===== src/sha_pkg.sv =====
package sha_pkg;

	localparam logic [31:0] H_INIT [8] = '{
		32'h6a09e667, 32'hbb67ae85, 32'h3c6ef372, 32'ha54ff53a,
		32'h510e527f, 32'h9b05688c, 32'h1f83d9ab, 32'h5be0cd19
	};

	localparam logic [31:0] ROUND_K [64] = '{
		32'h428a2f98, 32'h71374491, 32'hb5c0fbcf, 32'he9b5dba5,
		32'h3956c25b, 32'h59f111f1, 32'h923f82a4, 32'hab1c5ed5,
		32'hd807aa98, 32'h12835b01, 32'h243185be, 32'h550c7dc3,
		32'h72be5d74, 32'h80deb1fe, 32'h9bdc06a7, 32'hc19bf174,
		32'he49b69c1, 32'hefbe4786, 32'h0fc19dc6, 32'h240ca1cc,
		32'h2de92c6f, 32'h4a7484aa, 32'h5cb0a9dc, 32'h76f988da,
		32'h983e5152, 32'ha831c66d, 32'hb00327c8, 32'hbf597fc7,
		32'hc6e00bf3, 32'hd5a79147, 32'h06ca6351, 32'h14292967,
		32'h27b70a85, 32'h2e1b2138, 32'h4d2c6dfc, 32'h53380d13,
		32'h650a7354, 32'h766a0abb, 32'h81c2c92e, 32'h92722c85,
		32'ha2bfe8a1, 32'ha81a664b, 32'hc24b8b70, 32'hc76c51a3,
		32'hd192e819, 32'hd6990624, 32'hf40e3585, 32'h106aa070,
		32'h19a4c116, 32'h1e376c08, 32'h2748774c, 32'h34b0bcb5,
		32'h391c0cb3, 32'h4ed8aa4a, 32'h5b9cca4f, 32'h682e6ff3,
		32'h748f82ee, 32'h78a5636f, 32'h84c87814, 32'h8cc70208,
		32'h90befffa, 32'ha4506ceb, 32'hbef9a3f7, 32'hc67178f2
	};

	localparam logic [7:0] PAD_BYTE = 8'h80;
	localparam int         LEN_POS  = 56;

	// word passed from front to back
	typedef struct packed {
		logic [7:0] data_byte;
		logic       has_data;
		logic       end_of_message;
	} sha_item_t;

	function automatic logic [31:0] ror(input logic [31:0] x, input int n);
		ror = (x >> n) | (x << (32 - n));
	endfunction

endpackage


===== src/sha_front.sv =====
module sha_front
	import sha_pkg::*;
(
	input  logic      clk,
	input  logic      arst_n,
	input  logic      valid,
	output logic      stall,
	input  logic [7:0] data_byte,
	input  logic      has_data,
	input  logic      end_of_message,
	output logic      q_valid,
	input  logic      q_pop,
	output sha_item_t q_item
);

	// two-entry queue; idle items are dropped here
	sha_item_t mem_q [2];
	logic      wr_q, rd_q;
	logic [1:0] cnt_q;
	logic      push;

	assign stall   = (cnt_q == 2'd2);
	assign push    = valid && !stall && (has_data || end_of_message);
	assign q_valid = (cnt_q != 2'd0);
	assign q_item  = mem_q[rd_q];

	always_ff @(posedge clk or negedge arst_n) begin
		if (!arst_n) begin
			wr_q  <= 1'b0;
			rd_q  <= 1'b0;
			cnt_q <= 2'd0;
		end else begin
			if (push)
				wr_q <= !wr_q;
			if (q_pop && q_valid)
				rd_q <= !rd_q;
			cnt_q <= cnt_q + 2'(push) - 2'(q_pop && q_valid);
		end
	end

	always_ff @(posedge clk) begin
		if (push)
			mem_q[wr_q] <= '{data_byte, has_data, end_of_message};
	end

endmodule


===== src/sha_back.sv =====
module sha_back
	import sha_pkg::*;
(
	input  logic        clk,
	input  logic        arst_n,
	input  logic        q_valid,
	output logic        q_pop,
	input  sha_item_t   q_item,
	output logic        valid,
	input  logic        stall,
	output logic [31:0] digest_word,
	output logic [2:0]  word_index,
	output logic        last_word
);

	typedef enum logic [6:0] {
		ST_IDLE = 7'b0000001,
		ST_PAD  = 7'b0000010,
		ST_LOAD = 7'b0000100,
		ST_RND  = 7'b0001000,
		ST_ADD  = 7'b0010000,
		ST_OUT  = 7'b0100000,
		ST_INIT = 7'b1000000
	} st_t;

	st_t         st_q;
	logic [31:0] h_q [8];
	logic [31:0] v_q [8];
	logic [31:0] w_q [16];
	logic [31:0] blk_q [16];
	logic [60:0] cnt_q;
	logic [5:0]  pos_q;
	logic [5:0]  rnd_q;
	logic        fin_q;
	logic        last_blk_q;
	logic        extra_q;
	logic [2:0]  oidx_q;
	logic        ovalid_q;
	logic [31:0] oword_q;

	logic [31:0] big0, big1, ch, maj, t1, t2, s0, s1, wnext;
	logic [63:0] bits;
	logic [7:0]  pad_byte;
	logic        take;

	assign bits  = {cnt_q, 3'b000};
	assign take  = (st_q == ST_IDLE) && q_valid;
	assign q_pop = take;

	always_comb begin
		big1 = ror(v_q[4], 6) ^ ror(v_q[4], 11) ^ ror(v_q[4], 25);
		ch   = (v_q[4] & v_q[5]) ^ (~v_q[4] & v_q[6]);
		t1   = v_q[7] + big1 + ch + ROUND_K[rnd_q] + w_q[0];
		big0 = ror(v_q[0], 2) ^ ror(v_q[0], 13) ^ ror(v_q[0], 22);
		maj  = (v_q[0] & v_q[1]) ^ (v_q[0] & v_q[2]) ^ (v_q[1] & v_q[2]);
		t2   = big0 + maj;
		s0   = ror(w_q[1], 7) ^ ror(w_q[1], 18) ^ (w_q[1] >> 3);
		s1   = ror(w_q[14], 17) ^ ror(w_q[14], 19) ^ (w_q[14] >> 10);
		wnext = w_q[0] + s0 + w_q[9] + s1;
	end

	// padding byte for position pos_q after the 0x80 marker
	always_comb begin
		pad_byte = 8'h00;
		if (last_blk_q && pos_q >= 6'(LEN_POS))
			pad_byte = bits[{~pos_q[2:0], 3'b000} +: 8];
	end

	always_ff @(posedge clk or negedge arst_n) begin
		if (!arst_n) begin
			st_q     <= ST_IDLE;
			cnt_q    <= '0;
			pos_q    <= '0;
			rnd_q    <= '0;
			fin_q    <= 1'b0;
			last_blk_q <= 1'b0;
			extra_q  <= 1'b0;
			oidx_q   <= '0;
			ovalid_q <= 1'b0;
			for (int i = 0; i < 8; i++)
				h_q[i] <= H_INIT[i];
		end else begin
			if (ovalid_q && !stall && st_q != ST_OUT)
				ovalid_q <= 1'b0;
			case (st_q)
				ST_IDLE: begin
					if (take) begin
						fin_q <= q_item.end_of_message;
						if (q_item.has_data) begin
							pos_q <= pos_q + 6'd1;
							cnt_q <= cnt_q + 61'd1;
							last_blk_q <= 1'b0;
							if (pos_q == 6'd63)
								st_q <= ST_LOAD;
							else if (q_item.end_of_message)
								st_q <= ST_PAD;
						end else begin
							st_q <= ST_PAD;
						end
					end
				end
				ST_PAD: begin
					// first entry writes marker; fin_q cleared marks marker done
					if (fin_q) begin
						fin_q      <= 1'b0;
						last_blk_q <= (pos_q < 6'(LEN_POS));
						extra_q    <= (pos_q >= 6'(LEN_POS));
						pos_q      <= pos_q + 6'd1;
						if (pos_q == 6'd63)
							st_q <= ST_LOAD;
					end else begin
						pos_q <= pos_q + 6'd1;
						if (pos_q == 6'd63)
							st_q <= ST_LOAD;
					end
				end
				ST_LOAD: begin
					for (int i = 0; i < 8; i++)
						v_q[i] <= h_q[i];
					for (int i = 0; i < 16; i++)
						w_q[i] <= blk_q[i];
					rnd_q <= '0;
					st_q  <= ST_RND;
				end
				ST_RND: begin
					v_q[7] <= v_q[6];
					v_q[6] <= v_q[5];
					v_q[5] <= v_q[4];
					v_q[4] <= v_q[3] + t1;
					v_q[3] <= v_q[2];
					v_q[2] <= v_q[1];
					v_q[1] <= v_q[0];
					v_q[0] <= t1 + t2;
					for (int i = 0; i < 15; i++)
						w_q[i] <= w_q[i+1];
					w_q[15] <= wnext;
					rnd_q <= rnd_q + 6'd1;
					if (rnd_q == 6'd63)
						st_q <= ST_ADD;
				end
				ST_ADD: begin
					for (int i = 0; i < 8; i++)
						h_q[i] <= h_q[i] + v_q[i];
					oidx_q <= '0;
					if (last_blk_q) begin
						st_q <= ST_OUT;
					end else if (fin_q) begin
						st_q <= ST_PAD;
					end else if (extra_q) begin
						// marker left no room for the length: one more block
						extra_q    <= 1'b0;
						last_blk_q <= 1'b1;
						st_q       <= ST_PAD;
					end else begin
						st_q <= ST_IDLE;
					end
				end
				ST_OUT: begin
					if (!ovalid_q || !stall) begin
						ovalid_q <= 1'b1;
						oword_q  <= h_q[oidx_q];
						oidx_q   <= oidx_q + 3'd1;
						if (oidx_q == 3'd7)
							st_q <= ST_INIT;
					end
				end
				ST_INIT: begin
					for (int i = 0; i < 8; i++)
						h_q[i] <= H_INIT[i];
					cnt_q      <= '0;
					pos_q      <= '0;
					last_blk_q <= 1'b0;
					st_q       <= ST_IDLE;
				end
				default: st_q <= ST_IDLE;
			endcase
		end
	end

	always_ff @(posedge clk) begin
		if (take && q_item.has_data)
			blk_q[pos_q[5:2]][{~pos_q[1:0], 3'b000} +: 8] <= q_item.data_byte;
		else if (st_q == ST_PAD)
			blk_q[pos_q[5:2]][{~pos_q[1:0], 3'b000} +: 8] <= fin_q ? PAD_BYTE : pad_byte;
	end

	assign valid       = ovalid_q;
	assign digest_word = oword_q;
	assign word_index  = oidx_q - 3'd1;
	assign last_word   = (word_index == 3'd7);

endmodule


===== src/sha256_message_hasher.sv =====
// Hash update after a block's 64th byte reaches the back: load, 64 rounds,
// add. Front queue registers bytes; the back takes none while it hashes.
// Message end: padding byte by byte to block end, then the hash update; a
// second padded block when the marker lands at byte 56 or later; then eight
// digest words, one per cycle when not stalled. Reset (arst_n low, async)
// loads H0..H7.
module sha256_message_hasher
	import sha_pkg::*;
(
	input  logic        clk,
	input  logic        arst_n,
	input  logic        in_valid,
	output logic        in_stall,
	input  logic [7:0]  data_byte,
	input  logic        has_data,
	input  logic        end_of_message,
	output logic        out_valid,
	input  logic        out_stall,
	output logic [31:0] digest_word,
	output logic [2:0]  word_index,
	output logic        last_word
);

	logic      q_valid, q_pop;
	sha_item_t q_item;

	sha_front u_front (
		.clk, .arst_n, .valid(in_valid), .stall(in_stall),
		.data_byte, .has_data, .end_of_message,
		.q_valid, .q_pop, .q_item
	);

	sha_back u_back (
		.clk, .arst_n, .q_valid, .q_pop, .q_item,
		.valid(out_valid), .stall(out_stall),
		.digest_word, .word_index, .last_word
	);

`ifndef SYNTHESIS
	a_hold: assert property (@(posedge clk) disable iff (!arst_n)
		out_valid && out_stall |=> out_valid && $stable(digest_word))
		else $error("digest word dropped under stall");
	a_last: assert property (@(posedge clk) disable iff (!arst_n)
		out_valid && last_word |-> word_index == 3'd7)
		else $error("last flag misplaced");
`endif

endmodule

===== config.mk =====
export PLATFORM = sky130hd
export DESIGN_NAME = sha256_message_hasher
export DESIGN_NICKNAME = d
export VERILOG_FILES = /design/src/sha_pkg.sv /design/src/sha_front.sv /design/src/sha_back.sv /design/src/sha256_message_hasher.sv
export SDC_FILE = /design/constraint.sdc
export NUM_CORES = 2
export LEC_CHECK = 0
export BUFFER_PORTS_ARGS = -buffer_cell sky130_fd_sc_hd__buf_2
export CAP_MARGIN = 10
export CELL_PAD_IN_SITES_DETAIL_PLACEMENT = 1
export CELL_PAD_IN_SITES_GLOBAL_PLACEMENT = 1
export CORE_MARGIN = 5
export CORE_UTILIZATION = 53
export DETAILED_ROUTE_END_ITERATION = 12
export PLACE_DENSITY = 0.82
export SLEW_MARGIN = 20
export SYNTH_ARGS = -nofsm -noshare
export SYNTH_HDL_FRONTEND = slang
export SYNTH_SLANG_ARGS = --single-unit

===== constraint.sdc =====
create_clock -name clk -period 43.7 [get_ports clk]
set_clock_uncertainty 0.05 [all_clocks]
set_input_delay 8.74 -clock clk [delete_from_list [all_inputs] [get_ports clk]]
set_output_delay 8.74 -clock clk [all_outputs]
set_load 0.03 [all_outputs]

After elaboration in Yosys (flattened, before gate mapping) --
Memory sizes are Yosys's and may differ from the RTL's. Index checks and enable logic that the tools add are counted.
Storage, ports and cells: flip-flop bits (word level) 379, latch bits 0, bits in writable memories 1300, bits in read-only memories 2048, bits of input ports 14, output and inout bits 38, word-level logic and storage cells 316, memories kept 5
Cells by class: $add $sub $neg 26, multiply operators 0, divide/modulo/power cells 0, order comparisons 4, eq/ne operators 23, shift operators 4, mux-type cells 112, bitwise gates (word level) 87, reductions and logical operators 34
Memories:
- (no name shown) | words 64, width 32, rd ports 1, clocked after Yosys merged registers in 0, write ports 0, RTL line sha_back.sv:53 | t1 = v_q[7] + big1 + ch + ROUND_K[rnd_q] + w_q[0];
- u_back.blk_q | words 16, width 32, rd ports 16, clocked after Yosys merged registers in 0, write ports 1, RTL line sha_back.sv:30 | logic [31:0] blk_q [16];
- u_back.w_q | words 16, width 32, rd ports 16, clocked after Yosys merged registers in 0, write ports 16, RTL line sha_back.sv:29 | logic [31:0] w_q [16];
- u_back.v_q | words 8, width 32, rd ports 8, clocked after Yosys merged registers in 0, write ports 8, RTL line sha_back.sv:28 | logic [31:0] v_q [8];
- u_front.mem_q | words 2, width 10, rd ports 1, clocked after Yosys merged registers in 0, write ports 1, RTL line sha_front.sv:17 | sha_item_t mem_q [2];
Operator list (number):
- 32-bit two-way mux | 30
- 32-bit adder | 18
- 256-bit one-hot mux with 2 select lines | 1
- 32-bit XOR | 9
- 32-bit bitwise AND | 5
- 61-bit two-way mux | 2
- 61-bit one-hot mux with 2 select lines | 1
- 32-bit binary-select mux with 3-bit select | 1
- 7-bit two-way mux | 10
- 64-bit by 7-bit variable part select with 8-bit output | 1
- 8-bit by 7-bit variable part select with 32-bit output | 2
- 61-bit by 1-bit adder with 61-bit output (second input constant) | 1
- 1-bit OR | 56
- 1-bit two-way mux | 54
- 7-bit one-hot mux with 6 select lines | 1
- 32-bit NOT | 1
- 10-bit by 32-bit OR with 32-bit output | 1
- 13-bit by 32-bit OR with 32-bit output | 1
- 14-bit by 32-bit OR with 32-bit output | 1
- 15-bit by 32-bit OR with 32-bit output | 1
- 19-bit by 32-bit OR with 32-bit output | 1
- 21-bit by 32-bit OR with 32-bit output | 1
- 25-bit by 32-bit OR with 32-bit output | 1
- 26-bit by 32-bit OR with 32-bit output | 1
- other kinds (52) | 89

Depth between registers and ports, before layout --
An unclocked memory read counts as a cell.
depth after elaboration 10, gate-level depth with buffers 42, mapped depth without buffers 40

Cells and area by module --
A second synthesis with hierarchy kept.
Unflattened totals: cell total of the unflattened synthesis 7842, area total of the unflattened synthesis 93119.3 µm²
By module, submodules not included:
- sha_back | times used 1, cells an instance 7791, area each 92165.9 µm², sequential area each 48152.4 µm²
- sha_front | times used 1, cells an instance 51, area each 953.4 µm², sequential area each 700.7 µm²

Worst setup path before layout --
OpenSTA, ideal clock, no wires.
path kind input -> register, start input port arst_n, end memory u_back.v_q[0][0], enable pin, library setup time 1.925 ns, arrival time 40.214 ns, required time 41.725 ns, slack 1.511 ns, cell stages on the path 2, buffers on the path 0, cells stage by stage inv_1 > nor2_1
RTL lines:
- start, declared | RTL line sha256_message_hasher.sv:11 | input logic arst_n,
- end, declared | RTL line sha_back.sv:28

==> metrics list <==
- For the worst-skew pair, the clock arrives at the later sink with an insertion delay of 0.87 ns.
- Syn Inst Count: around 8000
- The floorplan has 154 rows.
- Slew Viols, Final: 0
- STA classifies the critical path startpoint as a primary input.
- Across all register-to-register paths, the minimum setup slack is 31.40 ns.
* Routed length on met1: 116000 um
- Adding up every negative setup slack in the final design gives 0 ns.
* CP Max Fanout: 73
* Layout overhead on the synthesized area: 9.59%
- The final count of hold timing violations was 0.
- In this run the post-CTS setup repair buffer count came out at 0.
- Boundary Pins: 52
* Tot GR Track Use: about a third
- Highest metal layer with signal wires: met5
- Final setup violating endpoints: 0
- Detailed-router iteration count before antenna repair: 7
- At the pin with the least slew margin, the transition time is around 1.2 ns.
- The largest total area in the synthesized netlist belongs to edfxtp_1.
- Die Width: 430 um
- Post-route minimum period: 12.89 ns
- The initial antenna violation count came to 10.
- Synthesized Nets: approximately 8500
* Core ar.: around 180000 um2
- For this run the aggregate overflow at the end of global routing stands at 0.
- Count of distinct cell types in the synthesized netlist: between 80 and 90
- Vias in the first global route: 70900
* Depth of the CTS H-tree: 4
* Met3 wire len: 21300 um
* Cell chosen for the clock root: clkbuf_16
- Capture instance of the worst register-to-register path: u_back.v_q[0][31]
* Starting utilization of the core area: 53.2%
- Tracing the worst setup path back leads to its startpoint at arst_n.
- The worst hold path passes through 2 cells.
- Once detail routing completed, the nets flagged for antenna violations numbered 0.
- The first global-routing pass estimated 457000 um of wire.
- In this run, synthesis produced a sequential element count of 1679.
- Once the clock tree was built, the resizer swapped 0 gates to a different size.
- Pin count of the biggest net entering global routing: 176
* MaxCap Viol Count: 0
- Summed over its instances, the top area cell type makes up 42.8% of the synthesized netlist area.
- The count of buffers added on input and output ports is 51.
- Sum of net half-perimeters after detailed placement: 216000 um
* CTS tree: done
- For this block, the initial DRC count from the detailed router was 5844.
- Hold Startpoint: u_back.blk_q[13][3]
* Sequential fraction of the synthesis area: 52.3%
- The worst setup path is captured at a flip-flop.
- The congestion estimate from routability-driven global placement came to 0.949.
- Kind of critical path: in2reg
* Arrival time at the worst endpoint: ~13 ns
- R2r worst-path depth: 34
* Crit path to: u_back.v_q[0][58]
* Unrepaired setup endpoints after global routing: no
* Status: completed
- The clock drives 1679 sinks.
- Seq. cell area: 48900 um2
* Via Count: 66706
* CTS max path bufs: 3
- The routed design uses 150000 um of met2 wire.
* Overall routed net length: 311000 um
- Top cells by instance count after synthesis: edfxtp_1, nand2_1, mux2_2
- In the final layout, the multi-input gates occupy 42200 um2.
- Clock transition at the register clock pins on the worst setup and hold paths after CTS: 0.06 ns
* Per-cell via count in the routed design: ~6.4
* Most common flop cell mapped by yosys: edfxtp_1
* Number of flops mapped to enable cells by yosys: roughly 1300
* Fraction of layout instances using a drive strength above 1: ~16%
- Area of the die: 185000 um2
* Die outline height: 430 um
- In the routed design, unresolved DRC markers number 0.
- Total of hold buffers inserted after clock tree synthesis: 0
* Max-Slew Margin vs Limit: between 20% and 30%
- Wire length per cell after detailed routing: 29.9 um
* Leading post-synthesis cells by cell area: edfxtp_1, mux2_2, dfrtp_1, ha_1, fa_1
- After layout, the worst path uses between 20% and 30% of the clock period.
- Based on the critical path, the design can be clocked at up to between 0.07 and 0.08 GHz.
- During synthesis, Yosys emitted a total of 0 warnings.
* Post-Syn Area per Cell: 11.8 um2
- Netlist area before placement: 93500 um2
- The worst hold path belongs to the class reg2reg.
* Most frequent cell after synthesis: edfxtp_1
* Net count, final: 8518
* Number of buffers inserted during clock tree synthesis: 180
- Cells fill 58.3% of the core in the end.
- After filler insertion, the fill cell instance count of the layout stands at approximately 18000.
* Critical path required time: 44.21 ns
- Crit Reg-Reg Startpoint: u_back.rnd_q[1]
- Share of synthesized flip-flops with an asynchronous set or reset: 20.7%
-- sequential cells by signal, indices dropped and copies added, names as in the netlist, 6 cells and up --
register,count
u_front.mem_q,20
u_back.rnd_q,6
u_back.digest_word,32
u_back.st_q,7
u_back.v_q,256
u_back.cnt_q,61
u_back.h_q,256
u_back.w_q,512
u_back.pos_q,6
u_back.blk_q,512
-- worst min path at each step --
stage	endpoint
after detailed placement	u_back.h_q[159]
final	u_back.w_q[1][163]
after global routing	u_back.h_q[159]
after CTS	u_back.w_q[1][163]
after floorplan	u_back.h_q[159]
after global placement	u_back.h_q[159]
-- kinds of logic (layout without fill, tap and decap cells) --
family	after synthesis	in the layout	share of synthesized area [%]
AO/OA/AOI/OAI	1647	1647	10.9
multiplexers	684	684	9.23
buffers and inverters	715	839	2.87
flip-flops	1679	1679	52.3
other	0	4	0
AND/OR/NAND/NOR	1992	1992	9.30
adder cells (fa/ha/maj)	601	601	9.60
XOR/XNOR	618	618	5.79
-- final cells by class --
type,count,area share (%)
clock buffer,220,4.62
clock inverter,116,1.20
antenna,4,0.00977
multi-input combinational,5542,41.2
tap,2340,2.86
inverter,359,1.32
timing repair buffer,144,1.07
sequential,1679,47.7
-- placed cells by master (no fill, tap or decap), types with 15 or more instances in the layout --
master	n
clkbuf_1	34
nor2b_1	62
xor2_1	269
fa_1	195
and3_1	44
nand2b_1	75
a31oi_1	49
bufinv_16	15
xnor2_1	349
a21oi_1	458
o21bai_1	37
nor2_1	482
or3_1	46
mux4_2	86
o31a_1	16
ha_1	403
nand2_1	970
a21o_1	196
nand4_1	45
o21a_1	42
buf_4	82
clkinv_1	39
clkinv_2	36
dfstp_2	137
mux2_2	561
a211oi_1	63
mux2i_1	37
edfxtp_1	1332
nand3_1	92
nor3_1	77
clkbuf_16	182
o21ai_0	482
o211ai_1	47
o31ai_1	32
a211oi_2	27
dfrtp_1	204
inv_1	357
buf_2	50
and2_1	22
-- per-layer routing --
layer	up-vias	GRT usage (%)
li1	28605	-
met1	34362	39.7
met2	2843	54.9
met3	894	5.54
met4	2	20.5
met5	-	0
-- metrics by stage --
| stage | cells | hold WS (ns) | area, um2 | worst slack [ns] |
|---|---|---|---|---|
| finish | 10404 | 0.450 | 102000 | 30.81 |
| global route | 10400 | 0.469 | 102000 | 30.68 |
| CTS | 10398 | 0.444 | 102000 | 30.64 |
| detailed placement | 10062 | 0.441 | 96400 | 29.75 |
| global placement | 10062 | 0.413 | 96400 | 29.89 |
| floorplan | 7936 | 0.398 | 93500 | 1.51 |
-- critical path, cell delays in order --
cell     delay (ns)
buf_8          0.22
nand3_4        0.51
buf_4          0.48
buf_16         0.29
buf_4          0.78
buf_4          0.81
buf_4          0.76
mux2_2         0.42
Power is not shown: default switching activity piles up to over one toggle a cycle in this logic, so the estimate is an artifact.
